**src/design/image_convolution_3x3_5x5_assert.svh**
```systemverilog
// Assertion macros for the convolution block
`ifndef IMAGE_CONVOLUTION_3X3_5X5_ASSERT_SVH
`define IMAGE_CONVOLUTION_3X3_5X5_ASSERT_SVH
// implication checked on every rising clock edge, quiet during reset
`define IC_ASSERT_IMPL(label, clk, rst, a, b, msg) \
   label: assert property (@(posedge clk) disable iff (rst) (a) |-> (b)) else $error(msg);
// next-cycle implication, quiet during reset
`define IC_ASSERT_NEXT(label, clk, rst, a, b, msg) \
   label: assert property (@(posedge clk) disable iff (rst) (a) |=> (b)) else $error(msg);
`endif

```
**src/design/icv_pkg.sv**
```systemverilog
// ----------------------------------------------------------------------------
// icv_pkg
// Shared types, constants and helpers for the convolution block.
// ----------------------------------------------------------------------------
package icv_pkg;
   localparam int MaxWidth  = 1024;
   localparam int MaxHeight = 1024;
   localparam int ColW      = $clog2(MaxWidth);
   localparam int SumW      = 24;
   localparam int DivW      = 13;
   localparam int CfgW      = 64;
   localparam int IdxW      = 3;

   typedef enum logic [IdxW-1:0] {
      REG_MODE   = 3'd0,
      REG_WIDTH  = 3'd1,
      REG_HEIGHT = 3'd2,
      REG_COEF0  = 3'd3,
      REG_COEF1  = 3'd4,
      REG_COEF2  = 3'd5,
      REG_COEF3  = 3'd6,
      REG_DIV    = 3'd7
   } reg_idx_type;

   typedef struct packed {
      logic load;       // latch pixel, read line store
      logic mac_start;  // start sum of products
      logic div_start;  // start divide
      logic emit;       // result to output register
   } cmd_type;

   typedef struct packed {
      logic mac_done;
      logic div_done;
      logic produce;    // current pixel yields a result
   } sts_type;

   function automatic logic [10:0] clamp_size(input logic [10:0] v, input logic [10:0] hi);
      logic [10:0] r;
      begin
         r = v;
         if (v < 11'd5) r = 11'd5;
         else if (v > hi) r = hi;
         return r;
      end
   endfunction
endpackage

```
**src/design/icv_ctrl.sv**
```systemverilog
// ----------------------------------------------------------------------------
// icv_ctrl
// Sequencer: accept request, read line store, sum products, divide, emit.
// ----------------------------------------------------------------------------
module icv_ctrl (
   input  logic             clock,
   input  logic             reset,
   input  logic             req_valid,
   output logic             req_stall,
   output logic             rsp_valid,
   input  logic             rsp_stall,
   output icv_pkg::cmd_type cmd,
   input  icv_pkg::sts_type sts
);
   import icv_pkg::*;

   typedef enum logic [2:0] {S_IDLE, S_READ, S_MAC, S_DIV, S_OUT} state_type;
   state_type state_ff, state_in;
   logic      rsp_valid_ff, rsp_valid_in;

   assign req_stall = (state_ff != S_IDLE);
   assign rsp_valid = rsp_valid_ff;

   always_comb begin
      state_in     = state_ff;
      rsp_valid_in = rsp_valid_ff && rsp_stall;
      cmd          = '0;
      case (state_ff)
         S_IDLE: begin
            if (req_valid) begin
               cmd.load = 1'b1;
               state_in = S_READ;
            end
         end
         S_READ: begin
            if (sts.produce) begin
               cmd.mac_start = 1'b1;
               state_in = S_MAC;
            end else state_in = S_IDLE;
         end
         S_MAC: begin
            if (sts.mac_done) begin
               cmd.div_start = 1'b1;
               state_in = S_DIV;
            end
         end
         S_DIV: begin
            if (sts.div_done) state_in = S_OUT;
         end
         S_OUT: begin
            if (!rsp_valid_ff || !rsp_stall) begin
               cmd.emit = 1'b1;
               rsp_valid_in = 1'b1;
               state_in = S_IDLE;
            end
         end
         default: state_in = S_IDLE;
      endcase
   end

   always_ff @(posedge clock) begin
      if (reset) begin
         state_ff     <= S_IDLE;
         rsp_valid_ff <= 1'b0;
      end else begin
         state_ff     <= state_in;
         rsp_valid_ff <= rsp_valid_in;
      end
   end
endmodule

```
**config.mk**
```make
export PLATFORM = sky130hd
export DESIGN_NAME = icv_ctrl
export DESIGN_NICKNAME = d
export VERILOG_FILES = /design/src/design/image_convolution_3x3_5x5_assert.svh /design/src/design/icv_pkg.sv /design/src/design/icv_ctrl.sv
export SDC_FILE = /design/constraint.sdc
export NUM_CORES = 1
export LEC_CHECK = 0
export ABC_AREA = 1
export BUFFER_PORTS_ARGS = -buffer_cell sky130_fd_sc_hd__buf_2
export CORE_AREA = 2 2 39 41
export CTS_BUF_LIST = sky130_fd_sc_hd__clkbuf_4
export CTS_CLUSTER_DIAMETER = 60
export DETAILED_ROUTE_END_ITERATION = 8
export DIE_AREA = 0 0 41 43
export PLACE_DENSITY = 0.47
export SLEW_MARGIN = 20
export SYNTH_ARGS = -nofsm -noshare
export SYNTH_HDL_FRONTEND = slang
export SYNTH_SLANG_ARGS = --single-unit
```
**constraint.sdc**
```tcl
create_clock -name clock -period 3.3 [get_ports clock]
set_clock_uncertainty 0.2 [all_clocks]
set_input_delay 0.33 -clock clock [delete_from_list [all_inputs] [get_ports clock]]
set_output_delay 0.33 -clock clock [all_outputs]
set_load 0.03 [all_outputs]
```
After elaboration in Yosys (flattened, before gate mapping). Index checks and enable logic that the tools add are counted. W data, S select, Z words.

Equal/unequal tests: 8. Multiplexer cells: 16. Reductions and logical operators: 7.

Operators by type and width (count): $pmux W3 S5 (1); $mux W3 (4); $mux W1 (10); $ne A2 B2 Y1 const B (4); $eq A3 B2 Y1 const B (2); $reduce_and A4 Y1 (1); $eq A3 B1 Y1 const B (1); $eq A3 B3 Y1 const B (1); $logic_not A3 Y1 (1); $reduce_bool A3 Y1 (1); $logic_not A1 Y1 (2); $mux W2 (1); $logic_and A1 B1 Y1 (1); $logic_or A1 B1 Y1 (1).

Flip-flop bits (word level): 4. Input bits: 7. Output and inout bits: 6. Word-level logic and storage cells: 33.

Logic depth before layout (Yosys ltp). Gate-level depths: netlist of the first run.

Depth in word-level cells: 4. Depth in mapped cells: 8. Gate-level depth less buffers: 8.

Least setup slack after synthesis of the first run. No wires, ideal clock.

Path kind: reg-to-output. Start point: register state_ff[0]. End point: output cmd[3] (netlist name). Arrival time: 1.193 ns. Required time: 2.770 ns. Setup slack: 1.577 ns. Cell stages (with the launch flop): 4. Buffers on the path: 0. Cells stage by stage: dfxtp_1 > nor2_2 > nand2_1 > nor2_1.

RTL lines: from (decl) (line icv_ctrl.sv:18) `state_type state_ff, state_in;`; from (signal assigned) (line icv_ctrl.sv:66) `state_ff <= state_in;`; to (decl) (line icv_ctrl.sv:12) `output icv_pkg::cmd_type cmd,`.

==> reports/metrics.yaml, run 1 <==
layout:
  final_util: 0.249
  multiInputGateArea_um2: 130
  register_area_um2: 80.1
  layout_common_cells: "nand2_1 (12), buf_2 (12), nor2_1 (8)"
  area_growth_pct: 42.5
  nNetsFinal: 66
  drive_gt1_frac: 0.333
  fillers: 167
  num_antenna_cells: 0
die:
  ioPinCount: 13
  die_area_mm2: 0.00176
  initial_core_util: 0.175
  rows: 14
  coreArea_mm2: 0.00138
  die_y_um: 43
  die_x_um: 41
detailed_routing:
  drc: 0
  viasPerCell: 3.79
  dr.pass1.iters: 1
  num_vias: 277
  drt-initial-drc-count: 0
  wl_um: 502
  wl_per_cell_um: 6.88
  ant_nets: 0
clock_tree:
  path_clk_slew_ns: 0.04
  post-cts-setup-buffers: 0
  clk_path_buf_depth: 2
  clk_latency_ns: 0.23
  numCtsBuffers: 3
  h-tree-depth: 1
  postCtsHoldBufs: 0
  cts_tree: "done"
  cts.sinks: 4
  cts_resized: 0
  root_buffer: "clkbuf_4"
power:
  seqPwrFrac: 0.275
  peakVddDrop_mv: 0.174
  power_leakage_uw: 0.000203
  pwr-share-comb: 0.501
  p_per_area_mw_per_mm2: 766
  power.internal_uw: 143
  p_clk_frac: 0.224
  p_switching_uw: 121
  swShare: 0.459
sta:
  hold_viol_final: 0
  fmax_ghz: 0.606
  timing.final.crit_share: 0.500
  rsz0062_at_grt: "no"
  worst_pin_slew_ns: 0.189
  finalSetupTns_ns: 0
  setup_viol: 0
  slew_headroom: 0.873
  slew_viol_final: 0
  min_period_ns: 1.65
critical_path:
  path_cells: "nor2_2 > nand2_1 > nor2_1 > buf_2"
  cp.required_ns: 2.77
  cp_max_fo: 5
  start_kind: "register"
  crit_family: "simple AND/OR/NAND/NOR gates"
  crit_slowest_cell: "dfxtp_1"
  critical_path_arrival_ns: 1.12
  slowest_delay_ns: 0.33
  endpoint_kind: "output port"
  critical_path_class: "reg2out"
  path_buf_inv: 1
run_status:
  status: "finished, final reports clean"
yosys:
  synth_warnings: 0
  ys_ff_latch: 4
  synth_area_leaders: "dfxtp_1 (33%), nand2_1 (19%), nor2_1 (12%), inv_1 (9.3%), a21oi_1 (6.2%)"
  synth_top_area_cell: "dfxtp_1"
  ys_types: 11
  syn_nets: 49
  yosysSeqAreaShare: 0.332
  synth_area_um2: 241
  synth.top_cell.area_share: 0.332
  netlist_instances: 42
  syn_area_per_cell_um2: 5.75
global_route:
  grt_start_max_net_pins: 7
  grt_pass1_wl_um: 910
  grt.overflow.total: 0
  use_met1: 0.0932
  grt-busiest-layer: "met2"
  grtUsageMet2: 0.103
  use_met3: 0.0157
  grt_pass1_vias: 250
  antenna_found_initial: 0
  grt_use_total: 0.0773
placed_design:
  dp_hpwl_um: 438
  gp_congestion: 0.750
  portBuffers: 12
min_path:
  hp-class: "in2reg"
run:
  max_cap_violations: 0
layer usage:
| metal | part of all wire | vias up | wire length (um) |
|---|---|---|---|
| met4 | 0 | 0 | 0 |
| met5 | 0 | - | 0 |
| met2 | 0.51 | 3 | 257 |
| li1 | - | 158 | - |
| met1 | 0.45 | 116 | 225 |
| met3 | 0.038 | 0 | 19 |
cell type report:
| class | count | share of cell area |
|---|---|---|
| clock buffers | 3 | 0.0655 |
| inverters | 8 | 0.0909 |
| multi-input cells | 30 | 0.378 |
| flip-flops and latches | 4 | 0.233 |
| well taps | 16 | 0.0582 |
| repair buffers | 12 | 0.175 |
flip-flops by register name, summed over array words and instances, names as in the netlist:
| name | flops |
|---|---|
| rsp_valid | 1 |
| state_ff | 3 |
cells by family after synthesis:
logic type | share of synthesized area
compound gates | 0.0829
buf+inv | 0.129
flops | 0.332
simple gates | 0.456
worst reg2reg max path, cell delays in order (launching register included):
cell and delay [ns]:
dfxtp_1 0.40, nor2_1 0.09, nand3_1 0.11, nand2_1 0.07, nor2_2 0.14, nand2_1 0.07
a21oi_1 0.14
cell usage after synthesis, drive strengths merged:
cell	count
dfxtp	4
inv	7
o21ai	1
a21oi	3
nand2	12
nand3b	1
nand3	3
nor2	10
clkinvlp	1
per-stage QoR:
stage	hold WS [ns]	instances	cell area [um^2]	setup WS, ns	total power (uW)
after floorplan	0.199	42	241	1.58	175
after global placement	0.281	70	322	1.87	208
after detailed placement	0.284	70	322	1.88	207
after CTS	0.0977	73	344	1.63	270
after global routing	0.115	73	344	1.51	294
final	0.103	73	344	1.65	263
path summary, 6_finish.rpt:
| path | from | to | slack, ns | depth (start not counted) |
|---|---|---|---|---|
| worst min register to register | rsp_valid | rsp_valid | 0.28 | 2 |
| worst min-delay path | reset | state_ff[2] | 0.10 | 2 |
| worst max-delay path | state_ff[0] | cmd[1] | 1.65 | 4 |
| worst max register to register | state_ff[1] | state_ff[0] | 2.01 | 6 |
power by group through the flow:
| stage | logic, uW | clock network [uW] | registers (uW) |
|---|---|---|---|
| after floorplan | 104 | 0 | 71.3 |
| after global placement | 135 | 0 | 72.9 |
| after detailed placement | 134 | 0 | 73.4 |
| after CTS | 134 | 62.7 | 72.6 |
| after global routing | 152 | 67.8 | 74.4 |
| final | 132 | 59.1 | 72.4 |
(Power assumes the default switching activity.)
==> inputs of run 2 (changes only) <==
Settings changed: ABC_AREA 1 to 0, PLACE_DENSITY 0.47 to 0.51.
Clock period 3.3 ns to 1.42 ns, I/O delays scaled along.
==> reports/metrics.yaml, run 2 <==
run_status:
  status: "finished, violations left"
  failed_checks: "setup timing"
critical_path:
  critical_path_class: "reg2out"
  r2r_end: "state_ff[0]"
  cp.required_ns: 1.08
  slowest_delay_ns: 0.36
  worst-r2r-cell-count: 5
  crit_slowest_cell: "dfxtp_4"
  endpoint_kind: "output port"
  r2r_slack_ns: -0.21
  setup.worst_path.end: "cmd[1]"
  cp-startpoint: "state_ff[1]"
  critical_path_arrival_ns: 1.32
  cp_max_fo: 4
  path_cells: "buf_6 > or2b_1 > nor3b_4 > buf_6"
  r2r-start: "state_ff[1]"
  start_kind: "register"
  critical_path.most_common_cell: "buf_6"
yosys:
  postSynth.asyncResetShare: 0
  ys.flop_type: "dfxtp_1"
  syn_nets: 41
  synth_area_leaders: "dfxtp_1 (29%), a21oi_2 (6.3%), nand4b_1 (6.3%), a21oi_1 (5.4%), mux2_4 (5.4%)"
  ys_types: 21
  yosysSeqAreaShare: 0.290
  synth_top_area_cell: "dfxtp_1"
  synth.top_cell.area_share: 0.290
  post-synth-top-count-cell: "dfxtp_1"
  synth_edf_count: 0
  syn_area_per_cell_um2: 8.13
  synth_warnings: 0
  synth_area_um2: 277
  yosys-top-cells-count: "dfxtp_1 (4), a21oi_1 (3), nand2_1 (3), nor2_1 (3)"
  ys_ff_latch: 4
  netlist_instances: 34
sta:
  final.setup.worst_slack_ns: -0.237
  rsz0062_at_grt: "yes"
  setup_viol: 7
  timing.final.crit_share: 1.17
  min_period_ns: 1.66
  worst_pin_slew_ns: 0.159
  hold_ws_ns: 0.00630
  fmax_ghz: 0.603
  finalSetupTns_ns: -1.16
  slew_headroom: 0.893
  slew_viol_final: 0
  hold_viol_final: 0
detailed_routing:
  wl_um: 833
  wl_per_cell_um: 11.0
  viasPerCell: 4.62
  drc: 0
  ant_nets: 0
  num_vias: 351
  dr.pass1.iters: 4
  drt-initial-drc-count: 5
placed_design:
  portBuffers: 12
  dp_hpwl_um: 593
  gp_congestion: 0.724
clock_tree:
  path_clk_slew_ns: 0.05
  clk_latency_ns: 0.24
  h-tree-depth: 1
  root_buffer: "clkbuf_4"
  clk_path_buf_depth: 2
  cts.sinks: 4
  numCtsBuffers: 3
  cts_tree: "done"
power:
  p_per_area_mw_per_mm2: 1230
  power.internal_uw: 451
  swShare: 0.337
  power_leakage_uw: 0.000238
  p_switching_uw: 229
  pwr-share-comb: 0.516
  p_clk_frac: 0.265
  seqPwrFrac: 0.219
  peakVddDrop_mv: 0.499
layout:
  nNetsFinal: 68
  final_common_cell: "buf_4"
  top_register: "state_ff"
  num_antenna_cells: 0
  area_growth_pct: 99.1
  fillers: 131
  layout_common_cells: "buf_4 (8), buf_2 (7), buf_6 (7)"
  drive_gt1_frac: 0.633
  largest_reg_flops: 3
  final_util: 0.398
global_route:
  antenna_found_initial: 0
  grt_pass1_wl_um: 1200
  grt_use_total: 0.108
  grt_start_max_net_pins: 7
  grt.overflow.total: 0
  grt_pass1_vias: 276
min_path:
  hp-class: "in2reg"
  hold_depth: 3
die:
  ioPinCount: 13
  die_area_mm2: 0.00176
  rows: 14
  die_y_um: 43
  initial_core_util: 0.200
  die_x_um: 41
  coreArea_mm2: 0.00138
run:
  max_cap_violations: 0
-- run 2: cells by family after synthesis --
group | synth area share
muxes | 0.0905
buffers and inverters | 0.0452
and+or+nand+nor | 0.425
AOI/OAI and AO/OA | 0.149
DFF | 0.290
-- run 2: worst min path at each step --
| stage | from | end |
|---|---|---|
| 4_1_cts | sts[1] | state_ff[2] |
| 5_1_grt | sts[1] | state_ff[2] |
| 2_1_floorplan | reset | rsp_valid |
| 3_3_place_gp | reset | rsp_valid |
| 6_report | sts[1] | state_ff[2] |
| 3_5_place_dp | reset | rsp_valid |
-- run 2: power by group through the flow --
stage          logic, uW  clock network (uW)  registers, uW
2_1_floorplan        200                   0            141
3_3_place_gp         289                   0            146
3_5_place_dp         289                   0            146
4_1_cts              344                 186            148
5_1_grt              375                 190            150
6_report             351                 180            149
-- run 2: critical path, delay by kind of cell, from the launching register on --
family                 cells  cell delay (ns)
buffers and inverters      2             0.25
DFF                        1             0.36
and+or+nand+nor            2             0.47
-- run 2: layout make-up --
cell class	instances	area, um^2	share of cell area
inverter	1	3.75	0.00682
clock buffer	4	30.0	0.0545
tap	16	20.0	0.0364
timing repair buffer	24	194	0.352
sequential	4	85.1	0.155
multi-input combinational	27	218	0.395
-- run 2: per-layer routing --
metal	GRT usage	share of wire	vias to the layer above
li1	-	-	176
met1	0.135	0.45	163
met2	0.141	0.48	10
met3	0.0157	0.036	2
met4	0.120	0.026	0
met5	0	0	-
-- run 2: timing repair --
action                                 in CTS  in global routing
setup endpoints to repair                   7                  7
hold buffers                                2                  0
setup buffers                               2                  0
endpoints found under the hold margin       2                  0
gates resized for setup                    12                  4
pin swaps                                   5                  2
-- run 2: stage by stage --
stage | cell area, um^2 | setup slack (ns) | power [uW] | std cells
after global routing | 551 | -0.278 | 715 | 76
after detailed placement | 434 | -0.106 | 435 | 68
after CTS | 537 | -0.238 | 678 | 76
after global placement | 434 | -0.0953 | 436 | 68
after floorplan | 310 | -0.105 | 341 | 34
final | 551 | -0.237 | 680 | 76
